## config.mk

```make
export PLATFORM = sky130hd
export DESIGN_NAME = xmodem_packet_receiver
export DESIGN_NICKNAME = d
export VERILOG_FILES = /design/src/rtl/xpr_pkg.sv /design/src/rtl/xpr_ram.sv /design/src/rtl/xpr_ctrl.sv /design/src/rtl/xpr_datapath.sv /design/src/rtl/xmodem_packet_receiver.sv
export SDC_FILE = /design/constraint.sdc
export NUM_CORES = 1
export LEC_CHECK = 0
export ABC_AREA = 1
export BUFFER_PORTS_ARGS = -buffer_cell sky130_fd_sc_hd__clkbuf_2
export CAP_MARGIN = 40
export CORE_ASPECT_RATIO = 0.9
export CORE_MARGIN = 2
export CORE_UTILIZATION = 53
export DETAILED_ROUTE_END_ITERATION = 8
export GPL_ROUTABILITY_DRIVEN = 0
export GPL_TIMING_DRIVEN = 1
export PLACE_DENSITY = 0.73
export RECOVER_POWER = 50
export SLEW_MARGIN = 20
export SYNTH_ARGS = -nofsm -noshare
export SYNTH_HDL_FRONTEND = slang
export SYNTH_SLANG_ARGS = --single-unit
```

## constraint.sdc

```tcl
create_clock -name clock -period 7.1 [get_ports clock]
set_input_delay 0.71 -clock clock [delete_from_list [all_inputs] [get_ports clock]]
set_output_delay 0.71 -clock clock [all_outputs]
set_load 0.005 [all_outputs]
```

## src/rtl/xpr_pkg.sv

```systemverilog
// Package for the packet receiver: sizes, result kinds, controller states
// and the command and status bundles between controller and datapath.
// No dependencies.
package xpr_pkg;

   localparam int PAYLOAD_BYTES = 128;
   localparam int WORD_COUNT    = (PAYLOAD_BYTES + 7) / 8;
   localparam int CNT_W         = $clog2(PAYLOAD_BYTES);
   localparam int ADDR_W        = (WORD_COUNT > 1) ? $clog2(WORD_COUNT) : 1;
   localparam int BYTE_W        = 8;
   localparam int WORD_W        = 64;
   localparam int KIND_W        = 2;
   localparam int CSR_INDEX_W   = 2;

   localparam logic [BYTE_W-1:0]      START_CODE_RESET = 8'd1;
   localparam logic [BYTE_W-1:0]      END_CODE_RESET   = 8'd4;
   localparam logic [CSR_INDEX_W-1:0] CSR_START_CODE   = 2'd0;
   localparam logic [CSR_INDEX_W-1:0] CSR_END_CODE     = 2'd1;

   typedef enum logic [KIND_W-1:0] {
      KIND_WORD = 2'd0,
      KIND_ACK  = 2'd1,
      KIND_NAK  = 2'd2,
      KIND_GO   = 2'd3
   } kind_type;

   typedef enum logic [2:0] {
      ST_IDLE,
      ST_START,
      ST_NUMBER,
      ST_PAYLOAD,
      ST_CHECK,
      ST_RD_ISSUE,
      ST_RD_SEND,
      ST_ACK
   } state_type;

   typedef struct packed {
      logic     take_number;
      logic     clear_sum;
      logic     take_payload;
      logic     clear_idx;
      logic     next_idx;
      logic     load_out;
      kind_type out_kind;
   } cmd_type;

   typedef struct packed {
      logic is_start;
      logic is_end;
      logic cpl_match;
      logic payload_done;
      logic sum_match;
      logic idx_last;
      logic out_free;
   } sts_type;

endpackage

```

## src/rtl/xpr_ram.sv

```systemverilog
// Generic single-port-write, single-port-read RAM with registered read data.
// No dependencies.
module xpr_ram #(
   parameter int  WIDTH = 8,
   parameter int  DEPTH = 16,
   localparam int AW    = (DEPTH > 1) ? $clog2(DEPTH) : 1
) (
   input  logic             clock,
   input  logic             wr_en,
   input  logic [AW-1:0]    wr_addr,
   input  logic [WIDTH-1:0] wr_data,
   input  logic [AW-1:0]    rd_addr,
   output logic [WIDTH-1:0] rd_data
);

   logic [WIDTH-1:0] mem_ff [DEPTH];
   logic [WIDTH-1:0] rd_data_ff;

   always_ff @(posedge clock) begin
      if (wr_en) begin
         mem_ff[wr_addr] <= wr_data;
      end
      rd_data_ff <= mem_ff[rd_addr];
   end

   assign rd_data = rd_data_ff;

endmodule

```

## src/rtl/xpr_ctrl.sv

```systemverilog
// Controller of the packet receiver: packet phases and word read-out sequencing.
// Depends on xpr_pkg.
module xpr_ctrl (
   input  logic             clock,
   input  logic             reset,
   input  logic             req_valid,
   output logic             req_ready,
   input  xpr_pkg::sts_type sts,
   output xpr_pkg::cmd_type cmd,
   output xpr_pkg::state_type state
);
   import xpr_pkg::*;

   state_type state_ff;
   state_type state_in;
   logic      accept;

   always_ff @(posedge clock) begin
      if (reset) begin
         state_ff <= ST_IDLE;
      end else begin
         state_ff <= state_in;
      end
   end

   always_comb begin
      state_in  = state_ff;
      cmd       = '0;
      req_ready = 1'b0;
      accept    = 1'b0;
      unique case (state_ff)
         ST_IDLE: begin
            req_ready = sts.out_free;
            accept    = req_valid && req_ready;
            if (accept) begin
               if (sts.is_start) begin
                  state_in = ST_START;
               end
               if (sts.is_end) begin
                  cmd.load_out = 1'b1;
                  cmd.out_kind = KIND_GO;
               end
            end
         end
         ST_START: begin
            req_ready = sts.out_free;
            accept    = req_valid && req_ready;
            if (accept) begin
               cmd.take_number = 1'b1;
               state_in        = ST_NUMBER;
            end
         end
         ST_NUMBER: begin
            req_ready = sts.out_free;
            accept    = req_valid && req_ready;
            if (accept && sts.cpl_match) begin
               cmd.clear_sum = 1'b1;
               state_in      = ST_PAYLOAD;
            end
         end
         ST_PAYLOAD: begin
            req_ready = sts.out_free;
            accept    = req_valid && req_ready;
            if (accept) begin
               cmd.take_payload = 1'b1;
               if (sts.payload_done) begin
                  state_in = ST_CHECK;
               end
            end
         end
         ST_CHECK: begin
            req_ready = sts.out_free;
            accept    = req_valid && req_ready;
            if (accept) begin
               if (sts.sum_match) begin
                  cmd.clear_idx = 1'b1;
                  state_in      = ST_RD_ISSUE;
               end else begin
                  cmd.load_out = 1'b1;
                  cmd.out_kind = KIND_NAK;
                  state_in     = ST_IDLE;
               end
            end
         end
         ST_RD_ISSUE: begin
            state_in = ST_RD_SEND;
         end
         ST_RD_SEND: begin
            if (sts.out_free) begin
               cmd.load_out = 1'b1;
               cmd.out_kind = KIND_WORD;
               if (sts.idx_last) begin
                  state_in = ST_ACK;
               end else begin
                  cmd.next_idx = 1'b1;
                  state_in     = ST_RD_ISSUE;
               end
            end
         end
         ST_ACK: begin
            if (sts.out_free) begin
               cmd.load_out = 1'b1;
               cmd.out_kind = KIND_ACK;
               state_in     = ST_IDLE;
            end
         end
         default: begin
            state_in = ST_IDLE;
         end
      endcase
   end

   assign state = state_ff;

endmodule

```

## src/rtl/xpr_datapath.sv

```systemverilog
// Datapath of the packet receiver: code registers, packet number, byte count,
// running sum, word assembly into the payload RAM and the result register.
// Depends on xpr_pkg and xpr_ram.
module xpr_datapath (
   input  logic                               clock,
   input  logic                               reset,
   input  logic                               csr_wen,
   input  logic [xpr_pkg::CSR_INDEX_W-1:0]    csr_index,
   input  logic [xpr_pkg::BYTE_W-1:0]         csr_wdata,
   input  logic [xpr_pkg::BYTE_W-1:0]         req_rx_byte,
   input  xpr_pkg::cmd_type                   cmd,
   output xpr_pkg::sts_type                   sts,
   output logic                               rsp_valid,
   input  logic                               rsp_ready,
   output logic [xpr_pkg::KIND_W-1:0]         rsp_kind,
   output logic [xpr_pkg::WORD_W-1:0]         rsp_word,
   output logic                               rsp_last
);
   import xpr_pkg::*;

   logic [BYTE_W-1:0] start_code_ff;
   logic [BYTE_W-1:0] end_code_ff;
   logic [BYTE_W-1:0] packet_number_ff;
   logic [BYTE_W-1:0] packet_number_in;
   logic [CNT_W-1:0]  byte_count_ff;
   logic [CNT_W-1:0]  byte_count_in;
   logic [BYTE_W-1:0] running_sum_ff;
   logic [BYTE_W-1:0] running_sum_in;
   logic [WORD_W-1:0] acc_ff;
   logic [WORD_W-1:0] acc_in;
   logic [ADDR_W-1:0] word_idx_ff;
   logic [ADDR_W-1:0] word_idx_in;
   logic              rsp_valid_ff;
   logic              rsp_valid_in;
   kind_type          rsp_kind_ff;
   kind_type          rsp_kind_in;
   logic [WORD_W-1:0] rsp_word_ff;
   logic [WORD_W-1:0] rsp_word_in;
   logic              rsp_last_ff;
   logic              rsp_last_in;

   logic [2:0]        lane;
   logic              ram_wr_en;
   logic [ADDR_W-1:0] ram_wr_addr;
   logic [WORD_W-1:0] ram_rd_data;

   always_ff @(posedge clock) begin
      if (reset) begin
         start_code_ff <= START_CODE_RESET;
         end_code_ff   <= END_CODE_RESET;
      end else if (csr_wen) begin
         if (csr_index == CSR_START_CODE) begin
            start_code_ff <= csr_wdata;
         end
         if (csr_index == CSR_END_CODE) begin
            end_code_ff <= csr_wdata;
         end
      end
   end

   assign lane        = byte_count_ff[2:0];
   assign ram_wr_addr = ADDR_W'(byte_count_ff >> 3);

   always_comb begin
      sts.is_start     = (req_rx_byte == start_code_ff);
      sts.is_end       = (req_rx_byte == end_code_ff);
      sts.cpl_match    = (~packet_number_ff == req_rx_byte);
      sts.payload_done = (byte_count_ff == CNT_W'(PAYLOAD_BYTES - 1));
      sts.sum_match    = (running_sum_ff == req_rx_byte);
      sts.idx_last     = (word_idx_ff == ADDR_W'(WORD_COUNT - 1));
      sts.out_free     = !rsp_valid_ff || rsp_ready;
   end

   always_comb begin
      packet_number_in = packet_number_ff;
      byte_count_in    = byte_count_ff;
      running_sum_in   = running_sum_ff;
      acc_in           = acc_ff;
      word_idx_in      = word_idx_ff;
      ram_wr_en        = 1'b0;

      if (cmd.take_number) begin
         packet_number_in = req_rx_byte;
      end
      if (cmd.clear_sum) begin
         byte_count_in  = '0;
         running_sum_in = '0;
      end
      if (cmd.take_payload) begin
         if (lane == 3'd0) begin
            acc_in = WORD_W'(req_rx_byte);
         end else begin
            acc_in = acc_ff | (WORD_W'(req_rx_byte) << {lane, 3'b000});
         end
         ram_wr_en      = (lane == 3'd7) || sts.payload_done;
         byte_count_in  = byte_count_ff + CNT_W'(1);
         running_sum_in = running_sum_ff + req_rx_byte;
      end
      if (cmd.clear_idx) begin
         word_idx_in = '0;
      end else if (cmd.next_idx) begin
         word_idx_in = word_idx_ff + ADDR_W'(1);
      end
   end

   always_comb begin
      rsp_valid_in = rsp_valid_ff;
      rsp_kind_in  = rsp_kind_ff;
      rsp_word_in  = rsp_word_ff;
      rsp_last_in  = rsp_last_ff;
      if (cmd.load_out) begin
         rsp_valid_in = 1'b1;
         rsp_kind_in  = cmd.out_kind;
         rsp_word_in  = (cmd.out_kind == KIND_WORD) ? ram_rd_data : '0;
         rsp_last_in  = (cmd.out_kind != KIND_WORD);
      end else if (rsp_ready) begin
         rsp_valid_in = 1'b0;
      end
   end

   always_ff @(posedge clock) begin
      if (reset) begin
         packet_number_ff <= '0;
         byte_count_ff    <= '0;
         running_sum_ff   <= '0;
         word_idx_ff      <= '0;
         rsp_valid_ff     <= 1'b0;
      end else begin
         packet_number_ff <= packet_number_in;
         byte_count_ff    <= byte_count_in;
         running_sum_ff   <= running_sum_in;
         word_idx_ff      <= word_idx_in;
         rsp_valid_ff     <= rsp_valid_in;
      end
   end

   always_ff @(posedge clock) begin
      acc_ff      <= acc_in;
      rsp_kind_ff <= rsp_kind_in;
      rsp_word_ff <= rsp_word_in;
      rsp_last_ff <= rsp_last_in;
   end

   xpr_ram #(
      .WIDTH (WORD_W),
      .DEPTH (WORD_COUNT)
   ) u_payload_ram (
      .clock   (clock),
      .wr_en   (ram_wr_en),
      .wr_addr (ram_wr_addr),
      .wr_data (acc_in),
      .rd_addr (word_idx_ff),
      .rd_data (ram_rd_data)
   );

   assign rsp_valid = rsp_valid_ff;
   assign rsp_kind  = rsp_kind_ff;
   assign rsp_word  = rsp_word_ff;
   assign rsp_last  = rsp_last_ff;

endmodule

```

## src/rtl/xmodem_packet_receiver.sv

```systemverilog
// XMODEM checksum receiver, one received byte per req beat.
// Input channel req_valid/req_ready carries req_rx_byte from the serial link.
// Result channel rsp_valid/rsp_ready carries rsp_kind (0 payload word, 1 ack,
// 2 nak, 3 ack and start application), rsp_word (eight payload bytes, first
// byte least significant, zero for other kinds) and rsp_last (set on the final
// result that a byte causes).
// csr_wen/csr_index/csr_wdata write the start code (index 0) and end code
// (index 1); writes take effect at once and have no wait.
// Throughput: one byte per cycle outside the payload read-out while the result
// register is free. A result sits in a single output register; a new byte is
// taken while it waits only if it is taken in the same cycle (rsp_ready high).
// A good checksum byte starts the payload read-out, ST_RD_ISSUE then ST_RD_SEND
// per word on the registered read port of the payload RAM and ST_ACK last,
// before the next byte is taken; rsp_ready low holds the read-out in place.
// Nak and start-application results appear in the cycle after their byte.
// Reset (synchronous, active high) returns to idle, sets the codes to 1 and 4
// and drops any pending result. The payload RAM needs no clearing.
// Depends on xpr_pkg, xpr_ctrl, xpr_datapath and xpr_ram.
module xmodem_packet_receiver (
   input  logic                            clock,
   input  logic                            reset,
   input  logic                            csr_wen,
   input  logic [xpr_pkg::CSR_INDEX_W-1:0] csr_index,
   input  logic [xpr_pkg::BYTE_W-1:0]      csr_wdata,
   input  logic                            req_valid,
   output logic                            req_ready,
   input  logic [xpr_pkg::BYTE_W-1:0]      req_rx_byte,
   output logic                            rsp_valid,
   input  logic                            rsp_ready,
   output logic [xpr_pkg::KIND_W-1:0]      rsp_kind,
   output logic [xpr_pkg::WORD_W-1:0]      rsp_word,
   output logic                            rsp_last
);
   import xpr_pkg::*;

   cmd_type   cmd;
   sts_type   sts;
   state_type state;

   xpr_ctrl u_ctrl (
      .clock     (clock),
      .reset     (reset),
      .req_valid (req_valid),
      .req_ready (req_ready),
      .sts       (sts),
      .cmd       (cmd),
      .state     (state)
   );

   xpr_datapath u_datapath (
      .clock       (clock),
      .reset       (reset),
      .csr_wen     (csr_wen),
      .csr_index   (csr_index),
      .csr_wdata   (csr_wdata),
      .req_rx_byte (req_rx_byte),
      .cmd         (cmd),
      .sts         (sts),
      .rsp_valid   (rsp_valid),
      .rsp_ready   (rsp_ready),
      .rsp_kind    (rsp_kind),
      .rsp_word    (rsp_word),
      .rsp_last    (rsp_last)
   );

   a_ready_needs_room: assert property (@(posedge clock) disable iff (reset)
      req_ready |-> (!rsp_valid || rsp_ready))
      else $error("byte taken while the result register is blocked");

   a_last_matches_kind: assert property (@(posedge clock) disable iff (reset)
      rsp_valid |-> (rsp_last == (rsp_kind != KIND_WORD)))
      else $error("last flag does not match result kind");

   a_no_word_on_control: assert property (@(posedge clock) disable iff (reset)
      (rsp_valid && rsp_kind != KIND_WORD) |-> (rsp_word == '0))
      else $error("nonzero word on a control result");

   a_readout_blocks_input: assert property (@(posedge clock) disable iff (reset)
      (state == ST_RD_ISSUE || state == ST_RD_SEND || state == ST_ACK) |-> !req_ready)
      else $error("byte taken during payload read-out");

endmodule

```

## After elaboration in Yosys (flattened, before gate mapping)

Memories as Yosys holds them, arrays and structs flattened. A register that Yosys moved wholly into a read port is not among the register bits.
Index checks and enable logic that the tools add are counted.

- Input bits: 23
- Memories: 1
- Output and inout bits: 69
- Register bits: 178
- RAM bits: 1,024
- Logic and storage cells: 101

Memory list:

| name | depth | width | read ports | clocked after memory_dff | wr ports | line | text |
|---|---|---|---|---|---|---|---|
| u_datapath.u_payload_ram.mem_ff | 16 | 64 | 1 | 1 | 1 | xpr_ram.sv:16 | `logic [WIDTH-1:0] mem_ff [DEPTH];` |

- Equality and inequality tests: 24
- Shift operators: 1
- Reduce and logical (&&, ||, !) cells: 17
- Bitwise operators: 2
- Mux-type cells: 41
- Add/sub/neg operators: 3

Operators by type and width:

| cell | number |
|---|---|
| 64-bit two-way mux | 2 |
| 64-bit OR | 1 |
| 8-bit by 6-bit << shifter with 64-bit output | 1 |
| 3-bit two-way mux | 15 |
| 8-bit == test | 4 |
| 3-bit one-hot mux with 8 select lines | 1 |
| 1-bit two-way mux | 16 |
| 8-bit two-way mux | 2 |
| 2-bit by 1-bit != test with 1-bit output (second input constant) | 8 |
| 3-bit == test (second input constant) | 5 |
| 7-bit two-way mux | 2 |
| 3-bit one-hot mux with 4 select lines | 1 |
| 9-bit AND reduction | 1 |
| 8-bit adder | 1 |
| 8-bit NOT | 1 |
| 7-bit by 1-bit adder with 7-bit output (second input constant) | 1 |
| 7-bit == test (second input constant) | 1 |
| 3-bit by 2-bit == test with 1-bit output (second input constant) | 2 |
| 3-bit logical NOT | 2 |
| 2-bit nonzero test | 3 |
| 5-bit OR reduction | 1 |
| 4-bit by 1-bit adder with 4-bit output (second input constant) | 1 |
| 4-bit == test (second input constant) | 1 |
| 2-bit logical NOT | 2 |
| 10 further kinds | 13 |

## Longest topological paths before layout

- Depth after elaboration: 8
- Mapped depth: 12
- Depth with buffers taken out: 11

## Modules after synthesis

A second synthesis with hierarchy kept.

- Cell total of the unflattened synthesis: 5,040
- Area total of the unflattened synthesis: 52,579.2 um^2

Modules (own cells, without submodules):

| module | cells an instance | times used | seq. area each (um^2) | area an instance (um^2) |
|---|---|---|---|---|
| xpr_ram | 4,210 | 1 | 32,030.7 | 45,258.4 |
| xpr_datapath | 766 | 1 | 4,174.0 | 6,976.7 |
| xpr_ctrl | 64 | 1 | 60.1 | 344.1 |

## Least setup slack after synthesis

OpenSTA, ideal clock, no wires.

- Kind: input -> register
- Start point: input port rsp_ready
- End point: register u_datapath.rsp_kind_ff[0], in the netlist u_datapath.rsp_kind[0], enable pin
- Library setup time: 0.584 ns
- Slack: 1.028 ns
- Stages: 2
- Data required time: 6.516 ns
- Arrival: 5.487 ns
- Path buffers: 0
- Cells stage by stage: nor2_4 -> o21ai_0

RTL lines:

| what | line | text |
|---|---|---|
| start: declaration | xmodem_packet_receiver.sv:29 | `input logic rsp_ready,` |
| end signal: assignment | xpr_datapath.sv:139 | `rsp_kind_ff <= rsp_kind_in;` |
| end: declaration | xpr_datapath.sv:35 | `kind_type rsp_kind_ff;` |

## Final worst setup path

- Start point: register u_datapath.rsp_valid_ff, in the netlist u_datapath.rsp_valid
- End point: memory u_datapath.u_payload_ram.mem_ff[3][9] (netlist name), enable pin

- Cells in the longest elaborated chain, start to end: 8

RTL lines:

| what | line | text |
|---|---|---|
| start: declaration | xpr_datapath.sv:33 | `logic rsp_valid_ff;` |
| start signal: assignment | xpr_datapath.sv:133 | `rsp_valid_ff <= rsp_valid_in;` |
| 1-bit logical NOT | xpr_datapath.sv:71 | `sts.out_free = !rsp_valid_ff \|\| rsp_ready;` |
| 1-bit logical OR | xpr_datapath.sv:71 |  |
| 1-bit logical AND | xpr_ctrl.sv:63 | `accept = req_valid && req_ready;` |
| 1-bit two-way mux | xpr_ctrl.sv:64 | `if (accept) begin` |
| 1-bit two-way mux | xpr_ctrl.sv:31 | `unique case (state_ff)` |
| 1-bit two-way mux | xpr_datapath.sv:89 | `if (cmd.take_payload) begin` |
| 1-bit two-way mux | xpr_ram.sv:20 | `if (wr_en) begin` |
| 1-bit two-way mux (implied by the code) | xpr_ram.sv:21 | `mem_ff[wr_addr] <= wr_data;` |
| end: declaration | xpr_ram.sv:16 |  |

Every way passes these cells.

==> impl_metrics.py <==
metrics = {
    "outcome": {
        "status": "finished, violations left",
        "violations": "max-capacitance violations, max-slew violations",
    },
    "setup_path": {
        "rrSetupSlack_ps": 1820,
        "critPathBufInv": 5,
        "end_kind": "register",
        "r2r_end": "u_datapath.u_payload_ram.mem_ff[3][9]",
        "crit_chain": "inv_1, nor2_4, nor2_4, inv_1, nor2_1, inv_2, nor2_2, nand3_1, nor2_4, buf_4, buf_4",
        "path_max_fanout": 33,
        "cp_data_arrival_time_ps": 5580,
        "slowest_stage": "nor2_1",
        "endpoint": "u_datapath.u_payload_ram.mem_ff[3][9]",
        "cp_slowest_stage_delay_ps": 1290,
        "rr_worst_depth": 11,
        "cp.depth": 11,
        "critical-path-top-delay-family": "simple AND/OR/NAND/NOR gates",
        "timing.critical_path.mode_cell": "nor2_4",
        "r2r_start": "u_datapath.rsp_valid",
        "required_ps": 7400,
        "startpoint_type": "register",
        "startpoint": "u_datapath.rsp_valid",
        "crit_type": "register to register",
    },
    "synth": {
        "synth_xor_area_frac": 0.00271,
        "synth_compound_area_frac": 0.0992,
        "synth_fa_ha_area_frac": 0.00325,
        "yosysTopAreaCellShare": 0.676,
        "async_flop_share": 0,
        "yosys.area.top_type": "edfxtp_1",
        "synth_fp_nets": 3694,
        "ys_types": 42,
        "syn-instance-count": 3659,
        "yosysWarnings": 0,
        "synth-seq-cells": 1266,
        "synth-simple-area-share": 0.0989,
        "synth_area_leaders": "edfxtp_1 (68%), dfxtp_1 (7.2%), nor2_1 (6.3%)",
        "synthFlopType": "edfxtp_1",
        "synth_edf_count": 1091,
        "syn_area_per_cell_sq_um": 13.2,
        "synth_top_family_by_area": "compound AO/OA/AOI/OAI gates",
        "syn_area_sq_um": 48500,
        "synth.area.mux_share": 0.0132,
        "ys_seq_area_frac": 0.748,
    },
    "sta": {
        "rsz0062_at_grt": "false",
        "finalClockSkew_ps": 32.9,
        "slew_violations": 221,
        "setup_violations": 0,
        "tns_ps": 0,
        "relSlewSlack": -0.559,
        "period_share": 0.743,
        "finalHoldViolCount": 0,
        "period_needed_ps": 5280,
        "tightest_slew_ps": 2340,
        "fmax_mhz": 190,
    },
    "global_routing": {
        "track_usage": 0.240,
        "grt_pass1_wl_microns": 172000,
        "first_global_vias": 28500,
        "gr-total-overflow": 0,
        "antenna_found_initial": 8,
        "grt_start_max_net_pins": 235,
    },
    "clock_tree": {
        "cts_setup_buffers": 0,
        "clock_latency_ps": 700,
        "cts_buffer_depth": 3,
        "clk_pin_slew_worst_paths_ps": 60,
        "htree_levels": 3,
        "cts_root_buf": "clkbuf_16",
        "cts_buffers": 119,
        "tritoncts": "built",
        "cts_sinks": 1266,
        "ctsResizeCount": 0,
        "hold_buffers": 0,
    },
    "finish": {
        "diodes": 0,
        "nNetsFinal": 3796,
        "regArea_sq_um": 36300,
        "drive_above_1_share": 0.0897,
        "multi_input_area_sq_um": 10600,
        "final_common_cell": "edfxtp_1",
        "mostFrequentLayoutCells": "edfxtp_1 (1091), nor2_1 (800), o21ai_0 (295)",
        "area_growth_pct": 12.3,
        "fill_cells": 6808,
    },
    "die": {
        "die_area_sq_um": 93900,
        "design.portCount": 92,
        "die_x_microns": 323,
        "core_sq_um": 90900,
        "start_util": 0.533,
        "die_h_microns": 291,
        "num_rows": 105,
    },
    "detailed_routing": {
        "ant_nets": 0,
        "vias": 30100,
        "wl_per_cell_microns": 22.3,
        "dr.pass1.iters": 5,
        "viasPerCell": 5.90,
        "drc": 0,
        "drtIter0Drc": 3926,
        "wirelength_microns": 114000,
    },
    "power": {
        "leakage_nw": 17.0,
        "p_per_area_nw_per_um2": 288,
        "ir_drop_uv": 242,
        "p_total_mw": 15.7,
    },
    "placed_design": {
        "port_buffers": 91,
        "hpwl_microns": 62400,
    },
    "flow_run": {
        "maxCapViolations": 7,
    },
    "min_path": {
        "hold_class": "input pin to register",
        "min_from": "csr_wdata[2]",
    },
}
## metal layers
metal	wire, microns	GRT usage	vias up	share of wire
li1	-	-	13600	-
met1	47100	0.348	14600	0.41
met4	4230	0.0923	6	0.037
met3	10500	0.0424	246	0.092
met2	51700	0.364	1535	0.46
met5	35	0	-	0.00031
## logic make-up after synthesis
group | count (synthesis)
compound gates | 729
fa+ha+maj | 12
mux | 64
xor+xnor | 15
buf+inv | 381
flops | 1266
simple gates | 1192
## power by group
group	internal, mW	switching [mW]	leakage, nW	total, mW
Clock	3.61	2.69	1.92	6.30
Sequential	8.53	0.0467	10.6	8.57
Combinational	0.179	0.622	4.49	0.801
## flip-flops by register name, indices dropped and copies added, names as in the netlist, 4 cells and up
signal / cells
u_datapath.u_payload_ram.mem_ff: 1024
u_datapath.u_payload_ram.rd_data: 64
u_datapath.byte_count_ff: 7
u_datapath.end_code_ff: 8
u_datapath.packet_number_ff: 8
u_datapath.rsp_word: 64
u_datapath.running_sum_ff: 8
u_datapath.start_code_ff: 8
u_datapath.acc_ff: 64
u_datapath.word_idx_ff: 4
## Yosys cell counts (5+ instances only)
| library cell | n |
|---|---|
| buf_4 | 27 |
| o221ai_1 | 64 |
| a21oi_1 | 97 |
| buf_6 | 6 |
| dfxtp_1 | 175 |
| buf_1 | 6 |
| o21ai_0 | 295 |
| inv_2 | 8 |
| nand2_1 | 207 |
| ha_1 | 11 |
| o211ai_1 | 65 |
| nor2_1 | 816 |
| mux2i_1 | 64 |
| xnor2_1 | 5 |
| buf_2 | 69 |
| edfxtp_1 | 1091 |
| o32ai_1 | 192 |
| nand4_1 | 22 |
| a22oi_1 | 8 |
| xor2_1 | 10 |
| inv_1 | 133 |
| nand3_1 | 105 |
| clkbuf_1 | 124 |
| nor3_1 | 28 |
## stage by stage
stage / setup slack, ps / hold slack [ps] / util / cells / area (sq um)
global route: 1420 / 260 / 0.599 / 5097 / 54500
global placement: 2800 / 460 / 0.549 / 4781 / 49900
detailed placement: 2750 / 460 / 0.557 / 4840 / 50700
finish: 1820 / 251 / 0.599 / 5097 / 54500
CTS: 3010 / 221 / 0.601 / 5067 / 54600
floorplan: 1030 / 444 / - / 3659 / 48500
## cell type report
cell class / count / share of cell area
well taps: 1230 / 0.0283
clock buffers: 174 / 0.0637
inverters: 143 / 0.0100
clock inverters: 53 / 0.00866
flip-flops and latches: 1266 / 0.666
repair buffers: 219 / 0.0282
multi-input cells: 2012 / 0.195
## worst min-delay path by stage
stage | depth (start not counted) | slack [ps] | end
floorplan | 2 | 440 | u_datapath.end_code_ff[4]
global placement | 2 | 460 | u_datapath.end_code_ff[4]
detailed placement | 2 | 460 | u_datapath.acc_ff[5]
CTS | 3 | 220 | u_datapath.end_code_ff[2]
global route | 3 | 260 | u_datapath.start_code_ff[7]
finish | 3 | 250 | u_datapath.end_code_ff[2]
## worst min-delay path, stage by stage
cell and delay (ps):
clkbuf_2 90, nand2_1 50, nand3_1 70
No activity file was read; power rests on OpenSTA's default activity.
